<file path="src/design/obav_pkg.sv">
`default_nettype none

package obav_pkg;

   localparam int unsigned BEARING_W = 9;
   localparam int unsigned DIST_W    = 9;
   localparam int unsigned DEV_W     = 8;

   localparam logic [BEARING_W-1:0] DEG_FULL = BEARING_W'(360);
   localparam logic [BEARING_W-1:0] DEG_HALF = BEARING_W'(180);

   // Heading arithmetic results handed from the heading unit to the mode machine.
   typedef struct packed {
      logic                 is_right;    // bearing lies clockwise of the destination
      logic [BEARING_W-1:0] bearing_mod; // current bearing reduced into 0..359
      logic [BEARING_W-1:0] new_dest;    // bearing turned toward the freer side
   } hdg_result_type;

endpackage

`default_nettype wire

</file>
<file path="src/design/obstacle_avoid_nav_fsm_core.sv">
`default_nettype none

// Navigation mode machine for a small obstacle-avoiding robot. Each input item is a
// tick carrying compass bearing and four ultrasonic distances, or a start or stop
// event (kind in req_tuser); every item yields exactly one result item with the
// motor, servo and LED commands, the new mode and the stored target bearing. The
// block takes one item per clock cycle: the whole mode decision is combinational
// logic into the result register, and a new item is accepted whenever that
// register is empty or being drained in the same cycle. Timed phases of the
// avoidance sequence count input ticks, not clock cycles. Configuration writes on
// the csr_ channel are always accepted and should be issued while no item is in
// flight.
module obstacle_avoid_nav_fsm_core (
   input  wire logic        clock,
   input  wire logic        reset,
   input  wire logic        req_tvalid,
   output logic             req_tready,
   // bearing[8:0], dist_ahead[17:9], dist_left_diag[26:18], dist_right_diag[35:27],
   // dist_behind[44:36], zero[47:45]
   input  wire logic [47:0] req_tdata,
   // action[1:0]
   input  wire logic [1:0]  req_tuser,
   output logic             rsp_tvalid,
   input  wire logic        rsp_tready,
   // motor_cmd[3:0], servo_cmd[5:4], led_cmd[7:6], mode_now[11:8],
   // target_heading[20:12], zero[23:21]
   output logic [23:0]      rsp_tdata,
   input  wire logic        csr_valid,
   output logic             csr_ready,
   input  wire logic [2:0]  csr_index,
   input  wire logic [15:0] csr_data
);
   import obav_pkg::*;

   typedef enum logic [3:0] {
      MODE_IDLE       = 4'd0,
      MODE_STARTING   = 4'd1,
      MODE_EXPLORING  = 4'd2,
      MODE_CORRECT    = 4'd3,
      MODE_TURNING    = 4'd4,
      MODE_TURN_PAUSE = 4'd5,
      MODE_AVOID      = 4'd6,
      MODE_AV_PAUSE   = 4'd7,
      MODE_AV_REVERSE = 4'd8,
      MODE_AV_SETTLE  = 4'd9
   } mode_type;

   localparam logic [1:0] ACT_TICK  = 2'd0;
   localparam logic [1:0] ACT_START = 2'd1;

   localparam logic [3:0] MOTOR_NONE    = 4'd0;
   localparam logic [3:0] MOTOR_FWD     = 4'd1;
   localparam logic [3:0] MOTOR_BACK    = 4'd2;
   localparam logic [3:0] MOTOR_IDLE    = 4'd3;
   localparam logic [3:0] MOTOR_LEFT    = 4'd4;
   localparam logic [3:0] MOTOR_RIGHT   = 4'd5;
   localparam logic [3:0] MOTOR_FWD_L   = 4'd6;
   localparam logic [3:0] MOTOR_FWD_R   = 4'd7;
   localparam logic [3:0] MOTOR_NORMAL  = 4'd8;
   localparam logic [3:0] MOTOR_REDUCED = 4'd9;

   localparam logic [1:0] SERVO_NONE   = 2'd0;
   localparam logic [1:0] SERVO_SWEEP  = 2'd1;
   localparam logic [1:0] SERVO_CENTER = 2'd2;

   localparam logic [1:0] LED_NONE = 2'd0;
   localparam logic [1:0] LED_ON   = 2'd1;
   localparam logic [1:0] LED_OFF  = 2'd2;

   localparam logic [2:0] REG_FRONT_STOP   = 3'd0;
   localparam logic [2:0] REG_FRONT_DANGER = 3'd1;
   localparam logic [2:0] REG_REAR_CLEAR   = 3'd2;
   localparam logic [2:0] REG_PAUSE        = 3'd3;
   localparam logic [2:0] REG_REVERSE      = 3'd4;
   localparam logic [2:0] REG_SETTLE       = 3'd5;
   localparam logic [2:0] REG_DEVIATION    = 3'd6;

   logic [DIST_W-1:0]    front_stop_ff, front_danger_ff, rear_clear_ff;
   logic [15:0]          pause_ff, reverse_ff, settle_ff;
   logic [DEV_W-1:0]     deviation_ff;

   mode_type             mode_ff, mode_in;
   logic [BEARING_W-1:0] dest_ff, dest_in;
   logic [15:0]          wait_ff, wait_in;
   logic                 rsp_valid_ff;
   logic [23:0]          rsp_data_ff;

   logic [3:0]           motor;
   logic [1:0]           servo, led;

   logic [1:0]           action;
   logic [BEARING_W-1:0] bearing;
   logic [DIST_W-1:0]    front, left, right, rear;
   logic                 accept;
   hdg_result_type       hdg;

   assign action  = req_tuser;
   assign bearing = req_tdata[8:0];
   assign front   = req_tdata[17:9];
   assign left    = req_tdata[26:18];
   assign right   = req_tdata[35:27];
   assign rear    = req_tdata[44:36];

   assign req_tready = !rsp_valid_ff || rsp_tready;
   assign accept     = req_tvalid && req_tready;
   assign csr_ready  = 1'b1;
   assign rsp_tvalid = rsp_valid_ff;
   assign rsp_tdata  = rsp_data_ff;

   obav_heading u_heading (
      .bearing    (bearing),
      .dest       (dest_ff),
      .dist_left  (left),
      .dist_right (right),
      .deviation  (deviation_ff),
      .result     (hdg)
   );

   always_comb begin
      motor   = MOTOR_NONE;
      servo   = SERVO_NONE;
      led     = LED_NONE;
      mode_in = mode_ff;
      dest_in = dest_ff;
      wait_in = wait_ff;
      if (action == ACT_START) begin
         mode_in = MODE_STARTING;
         wait_in = '0;
      end else if (action != ACT_TICK) begin
         motor   = MOTOR_IDLE;
         servo   = SERVO_CENTER;
         led     = LED_OFF;
         mode_in = MODE_IDLE;
         wait_in = '0;
      end else begin
         case (mode_ff)
            MODE_CORRECT: begin
               motor   = hdg.is_right ? MOTOR_FWD_L : MOTOR_FWD_R;
               mode_in = MODE_EXPLORING;
            end
            MODE_EXPLORING: begin
               if (bearing != dest_ff) begin
                  mode_in = MODE_CORRECT;
               end
               // A blocked front overrides a pending heading correction.
               if (front < front_stop_ff) begin
                  mode_in = MODE_AVOID;
               end else if (front < front_danger_ff) begin
                  motor = MOTOR_REDUCED;
               end else begin
                  motor = MOTOR_NORMAL;
               end
            end
            MODE_STARTING: begin
               servo = SERVO_SWEEP;
               led   = LED_ON;
               if (left != '0 && right != '0 && front != '0) begin
                  dest_in = hdg.bearing_mod;
                  motor   = MOTOR_FWD;
                  mode_in = MODE_EXPLORING;
               end
            end
            MODE_TURNING: begin
               if (bearing != dest_ff) begin
                  motor = (bearing < dest_ff) ? MOTOR_RIGHT : MOTOR_LEFT;
               end else begin
                  motor   = MOTOR_IDLE;
                  wait_in = pause_ff;
                  mode_in = MODE_TURN_PAUSE;
               end
            end
            MODE_AVOID: begin
               motor   = MOTOR_IDLE;
               servo   = SERVO_CENTER;
               led     = LED_OFF;
               wait_in = pause_ff;
               mode_in = MODE_AV_PAUSE;
            end
            MODE_TURN_PAUSE, MODE_AV_PAUSE, MODE_AV_REVERSE, MODE_AV_SETTLE: begin
               if (wait_ff != '0) begin
                  wait_in = wait_ff - 16'd1;
               end else if (mode_ff == MODE_TURN_PAUSE) begin
                  motor   = MOTOR_FWD;
                  servo   = SERVO_SWEEP;
                  led     = LED_ON;
                  mode_in = MODE_EXPLORING;
               end else if (mode_ff == MODE_AV_PAUSE && rear > rear_clear_ff) begin
                  motor   = MOTOR_BACK;
                  servo   = SERVO_CENTER;
                  led     = LED_OFF;
                  wait_in = reverse_ff;
                  mode_in = MODE_AV_REVERSE;
               end else if (mode_ff == MODE_AV_SETTLE) begin
                  dest_in = hdg.new_dest;
                  mode_in = MODE_TURNING;
               end else begin
                  // Settle phase: motor idle while the sensors sweep.
                  motor   = MOTOR_IDLE;
                  servo   = SERVO_SWEEP;
                  led     = LED_ON;
                  wait_in = settle_ff;
                  mode_in = MODE_AV_SETTLE;
               end
            end
            default: begin
               mode_in = MODE_IDLE;
            end
         endcase
      end
   end

   always_ff @(posedge clock) begin
      if (reset) begin
         front_stop_ff   <= DIST_W'(20);
         front_danger_ff <= DIST_W'(40);
         rear_clear_ff   <= DIST_W'(15);
         pause_ff        <= 16'd2000;
         reverse_ff      <= 16'd1500;
         settle_ff       <= 16'd1000;
         deviation_ff    <= DEV_W'(40);
         mode_ff         <= MODE_IDLE;
         dest_ff         <= '0;
         wait_ff         <= '0;
         rsp_valid_ff    <= 1'b0;
      end else begin
         if (csr_valid && csr_ready) begin
            case (csr_index)
               REG_FRONT_STOP:   front_stop_ff   <= csr_data[DIST_W-1:0];
               REG_FRONT_DANGER: front_danger_ff <= csr_data[DIST_W-1:0];
               REG_REAR_CLEAR:   rear_clear_ff   <= csr_data[DIST_W-1:0];
               REG_PAUSE:        pause_ff        <= csr_data;
               REG_REVERSE:      reverse_ff      <= csr_data;
               REG_SETTLE:       settle_ff       <= csr_data;
               REG_DEVIATION:    deviation_ff    <= csr_data[DEV_W-1:0];
               default: begin
               end
            endcase
         end
         if (accept) begin
            mode_ff      <= mode_in;
            dest_ff      <= dest_in;
            wait_ff      <= wait_in;
            rsp_valid_ff <= 1'b1;
            rsp_data_ff  <= {3'b000, dest_in, mode_in, led, servo, motor};
         end else if (rsp_tready) begin
            rsp_valid_ff <= 1'b0;
         end
      end
   end

endmodule

`default_nettype wire

</file>
<file path="src/design/obav_heading.sv">
`default_nettype none

module obav_heading (
   input  wire logic [obav_pkg::BEARING_W-1:0] bearing,
   input  wire logic [obav_pkg::BEARING_W-1:0] dest,
   input  wire logic [obav_pkg::DIST_W-1:0]    dist_left,
   input  wire logic [obav_pkg::DIST_W-1:0]    dist_right,
   input  wire logic [obav_pkg::DEV_W-1:0]     deviation,
   output obav_pkg::hdg_result_type            result
);
   import obav_pkg::*;

   logic signed [BEARING_W+2:0] diff;
   logic                        is_right;
   logic [BEARING_W-1:0]        bearing_mod;
   logic [BEARING_W-1:0]        new_dest;
   logic [BEARING_W:0]          sum_left;
   logic [BEARING_W+1:0]        sum_right;
   logic [BEARING_W-1:0]        right_mod;
   logic [BEARING_W-1:0]        left_mod;

   // Signed difference folded by one step of a full turn.
   always_comb begin
      diff = $signed({3'b000, bearing}) - $signed({3'b000, dest});
      if (diff > $signed({3'b000, DEG_HALF})) begin
         diff = diff - $signed({3'b000, DEG_FULL});
      end else if (diff < -$signed({3'b000, DEG_HALF})) begin
         diff = diff + $signed({3'b000, DEG_FULL});
      end
      is_right = (diff > 0);
   end

   assign bearing_mod = (bearing >= DEG_FULL) ? (bearing - DEG_FULL) : bearing;

   // Clockwise target: at most 766, so up to two full turns come off.
   always_comb begin
      sum_left = {1'b0, bearing} + {{(BEARING_W+1-DEV_W){1'b0}}, deviation};
      if (sum_left >= {DEG_FULL, 1'b0}) begin
         right_mod = BEARING_W'(sum_left - {DEG_FULL, 1'b0});
      end else if (sum_left >= {1'b0, DEG_FULL}) begin
         right_mod = BEARING_W'(sum_left - {1'b0, DEG_FULL});
      end else begin
         right_mod = BEARING_W'(sum_left);
      end
   end

   // Counterclockwise target: bearing plus two turns minus deviation, 465..1231.
   always_comb begin
      sum_right = {2'b00, bearing} + {DEG_FULL, 2'b00} - {1'b0, DEG_FULL, 1'b0}
                  - {{(BEARING_W+2-DEV_W){1'b0}}, deviation};
      if (sum_right >= ({1'b0, DEG_FULL, 1'b0} + {2'b00, DEG_FULL})) begin
         left_mod = BEARING_W'(sum_right - {1'b0, DEG_FULL, 1'b0} - {2'b00, DEG_FULL});
      end else if (sum_right >= {1'b0, DEG_FULL, 1'b0}) begin
         left_mod = BEARING_W'(sum_right - {1'b0, DEG_FULL, 1'b0});
      end else if (sum_right >= {2'b00, DEG_FULL}) begin
         left_mod = BEARING_W'(sum_right - {2'b00, DEG_FULL});
      end else begin
         left_mod = BEARING_W'(sum_right);
      end
   end

   // Equal diagonals pick the left turn.
   assign new_dest = (dist_left < dist_right) ? right_mod : left_mod;

   assign result = {is_right, bearing_mod, new_dest};

endmodule

`default_nettype wire

</file>
<file path="config.mk">
export PLATFORM = sky130hd
export DESIGN_NAME = obstacle_avoid_nav_fsm_core
export DESIGN_NICKNAME = d
export VERILOG_FILES = /design/src/design/obav_pkg.sv /design/src/design/obstacle_avoid_nav_fsm_core.sv /design/src/design/obav_heading.sv
export SDC_FILE = /design/constraint.sdc
export NUM_CORES = 1
export LEC_CHECK = 0
export CAP_MARGIN = 15
export CELL_PAD_IN_SITES_DETAIL_PLACEMENT = 1
export CELL_PAD_IN_SITES_GLOBAL_PLACEMENT = 2
export CORE_MARGIN = 2
export CORE_UTILIZATION = 39
export CTS_BUF_LIST = sky130_fd_sc_hd__clkbuf_2
export CTS_CLUSTER_DIAMETER = 60
export CTS_CLUSTER_SIZE = 16
export DETAILED_ROUTE_END_ITERATION = 16
export DONT_BUFFER_PORTS = 1
export PLACE_DENSITY = 0.91
export SYNTH_ARGS = -nofsm -noshare
export SYNTH_HDL_FRONTEND = slang
export SYNTH_HIERARCHICAL = 1
export SYNTH_SLANG_ARGS = --single-unit
export TNS_END_PERCENT = 10
</file>
<file path="constraint.sdc">
create_clock -name clock -period 5.8 [get_ports clock]
set_clock_uncertainty 0.1 [all_clocks]
set_input_delay 0.58 -clock clock [delete_from_list [all_inputs] [get_ports clock]]
set_output_delay 0.58 -clock clock [all_outputs]
set_load 0.03 [all_outputs]
</file>
==> impl_metrics.csv <==
group,metric,value,unit
global_routing,grt_pass1_wl,53.96,mm
synthesis,synth_edf_count,19,
sta,timing.final.crit_period,4907,ps
status,status,"finished clean",
sta,fin_crit_sh,84.60,%
synthesis,async_flop_share,0,%
power,ir_drop,126.5,uV
clock_network,clk_path_buf_depth,2,
sta,setup_slack,893.3,ps
critical_path,startpoint,"deviation_ff[1]$_SDFFE_PP0P_",
synthesis,syn_inst,1336,
drt,drc,0,
floorplanning,die_h,166.8,um
placed_design,place_ws,812.5,ps
sta,tns,0,ps
synthesis,ys_types,93,
synthesis,netlist_top_cells_count,"nand2_1 (215), dfxtp_1 (113), inv_1 (105)",
placed_design,dp.final_hpwl,23.95,mm
drt,wl,32.81,mm
global_routing,track_usage,23.78,%
floorplanning,dieArea,27810,um2
cells_and_area,final_cells,1688,
placed_design,gp_congestion,0.9026,
clock_network,cts_root_buf,"clkbuf_2",
critical_path,worst-path-buf-inv,3,
global_routing,antenna_found_initial,3,
global_routing,grt_max_degree,72,
sta,clock.fmax,203.8,MHz
clock_network,clk_latency,780,ps
sta,slew_viol_final,0,
critical_path,end_kind,"register",
drt,drt_iter0_markers,565,
drt,drt-vias-per-instance,5.855,
critical_path,required,6290,ps
clock_network,clk_pin_slew,280,ps
min_path,min-delay-start,"reset",
min_path,min_path_type,"in -> reg",
sta,slew_headroom,29.43,%
critical_path,slowest_stage,"dfxtp_1",
critical_path,path_class,"reg -> reg",
synthesis,seq_area_frac_synth,27.42,%
floorplanning,rows,59,
synthesis,synth_top_area_share,21.90,%
cells_and_area,syn_to_final_growth,7.631,%
power,p_leak,4.549,nW
synthesis,syn_avg_cell_area,7.732,um2
synthesis,syn-cell-area,10330,um2
floorplanning,start_util,39.64,%
drt,final_antenna_net_count,0,
placed_design,port_buffers,0,
critical_path,cp.arrival,5400,ps
clock_network,cts_resized,0,
critical_path,cp_slowest_stage_delay,480,ps
critical_path,path_delay_family,"compound AO/OA/AOI/OAI gates",
clock_network,postCtsSetupRepairBufs,0,
critical_path,crit_path_start_kind,"register",
clock_network,cts.sinks,132,
sta,tightest_slew,1059,ps
floorplanning,pin_count,101,
sta,rsz0062_at_grt,"false",
placed_design,post-place-cells,1626,
cells_and_area,drive_gt1_share,6.440,%
sta,hold_viol,0,
clock_network,cts_tree,"yes",
drt,dr.pass1.iters,5,
synthesis,synth_seq_cells,132,
cells_and_area,final_area,11120,um2
cells_and_area,fin_nets,1511,
synthesis,yosysTopAreaCell,"dfxtp_1",
floorplanning,die_w,166.8,um
cells_and_area,fin_util,42.67,%
flow_run,cap_viol_max_count,0,
drt,num_vias,9883,
critical_path,r2r-start,"deviation_ff[1]$_SDFFE_PP0P_",
global_routing,grt_pass1_vias,10310,
critical_path,cp_max_fo,9,
floorplanning,fp.coreArea,26060,um2
global_routing,overflow,0,
power,p_per_area,203.3,nW/um2
critical_path,cp_cell_sequence,"inv_1 > ha_1 > ha_1 > inv_1 > fa_1 > nand2b_1 > a21oi_2 > xor2_1 > buf_4 > ha_1 > a32o_1 > nor3_1 > a31o_1 > mux2i_1 > a211o_1 > o211ai_1 > a22o_1 > a22o_1",
critical_path,crit_top_cell,"ha_1",
synthesis,yosysWarnings,6,
synthesis,synth_most_common_cell,"nand2_1",
clock_network,cts_buffers,17,
placed_design,place_area,10570,um2
synthesis,ys.flop_type,"dfxtp_1",
synthesis,yosys-top-cells-area,"dfxtp_1 (22%), ha_1 (12%), nand2_1 (7.8%), edfxtp_1 (5.5%), a21oi_1 (5.0%)",
drt,wire_per_inst,19.44,um
clock_network,cts_htree_levels,4,
sta,setup_violations,0,
[cell families after synthesis]
group / count (synthesis) / share of synthesized area, %
other: 2 / 0.07270
XOR/XNOR: 38 / 3.222
AND/OR/NAND/NOR: 529 / 24.56
buffers and inverters: 166 / 6.674
flip-flops: 132 / 27.42
multiplexers: 27 / 2.725
adder cells (fa/ha/maj): 99 / 12.21
AO/OA/AOI/OAI: 343 / 23.11
[layer usage]
layer  global-route usage (%)  vias up  part of all wire [%]
li1                         -     4757                     -
met1                    31.99     4864                    48
met2                    39.56      227                    46
met3                    4.990       33                   5.0
met4                    4.648        2                   1.3
met5                        0        -                 0.043
[timing repair]
item	CTS	global route
endpoints found under the setup margin	0	0
hold endpoints to repair	107	1
hold buffers	26	1
[flip-flops by register name, indices dropped and copies added, names as in the netlist]
register	count
mode_ff	4
pause_ff	16
front_stop_ff	9
wait_ff	16
rear_clear_ff	9
reverse_ff	16
settle_ff	16
front_danger_ff	9
dest_ff	9
rsp_tvalid	1
rsp_tdata	19
deviation_ff	8
[worst min-delay path: stages]
cell and delay, ps:
nor3_1 70, a32oi_1 150, o21ai_0 90
[through the flow]
stage / total power [mW] / hold slack, ps
after global routing: 2.388 / 9.129
final: 2.261 / 51.54
after floorplan: 1.475 / 331.9
after detailed placement: 1.607 / 340.6
after CTS: 2.262 / 11.64
after global placement: 1.587 / 332.7
[where the power goes]
group / internal (mW) / switching (mW) / total (mW)
combinational: 0.258 / 0.406 / 0.665
sequential: 0.951 / 0.0224 / 0.973
clock: 0.179 / 0.444 / 0.623
[layout make-up]
cell class              instances  area, um2
multi-input cells            1040       6823
repair buffers                 41      390.4
diodes                          2      5.005
flip-flops and latches        132       2833
clock inverters                15      165.2
inverters                     106      397.9
fillers                      3242      14940
clock buffers                  17      85.08
well taps                     335      419.2
[cells in the final DEF (no fill, tap or decap), drive strengths merged, types with 17 or more instances in the layout]
cell type / count
a21oi: 104
nand2b: 25
a211oi: 17
dfxtp: 113
a22o: 20
nor2b: 25
ha: 96
nor3: 33
clkbuf: 18
nor2: 94
dlygate4sd3: 26
o21ai: 59
xnor2: 28
nand3: 52
edfxtp: 19
nand2: 215
mux2i: 18
inv: 115
[worst paths after layout]
| check | slack [ps] | endpoint | depth (start not counted) |
|---|---|---|---|
| max | 890 | rsp_tdata[19]$_DFFE_PP_ | 18 |
| min | 50 | wait_ff[3]$_SDFFE_PP0P_ | 3 |
| max reg2reg | 890 | rsp_tdata[19]$_DFFE_PP_ | 18 |
| min reg2reg | 370 | settle_ff[11]$_SDFFE_PP0P_ | 2 |
Note: power is estimated with default switching activity, not from simulation.
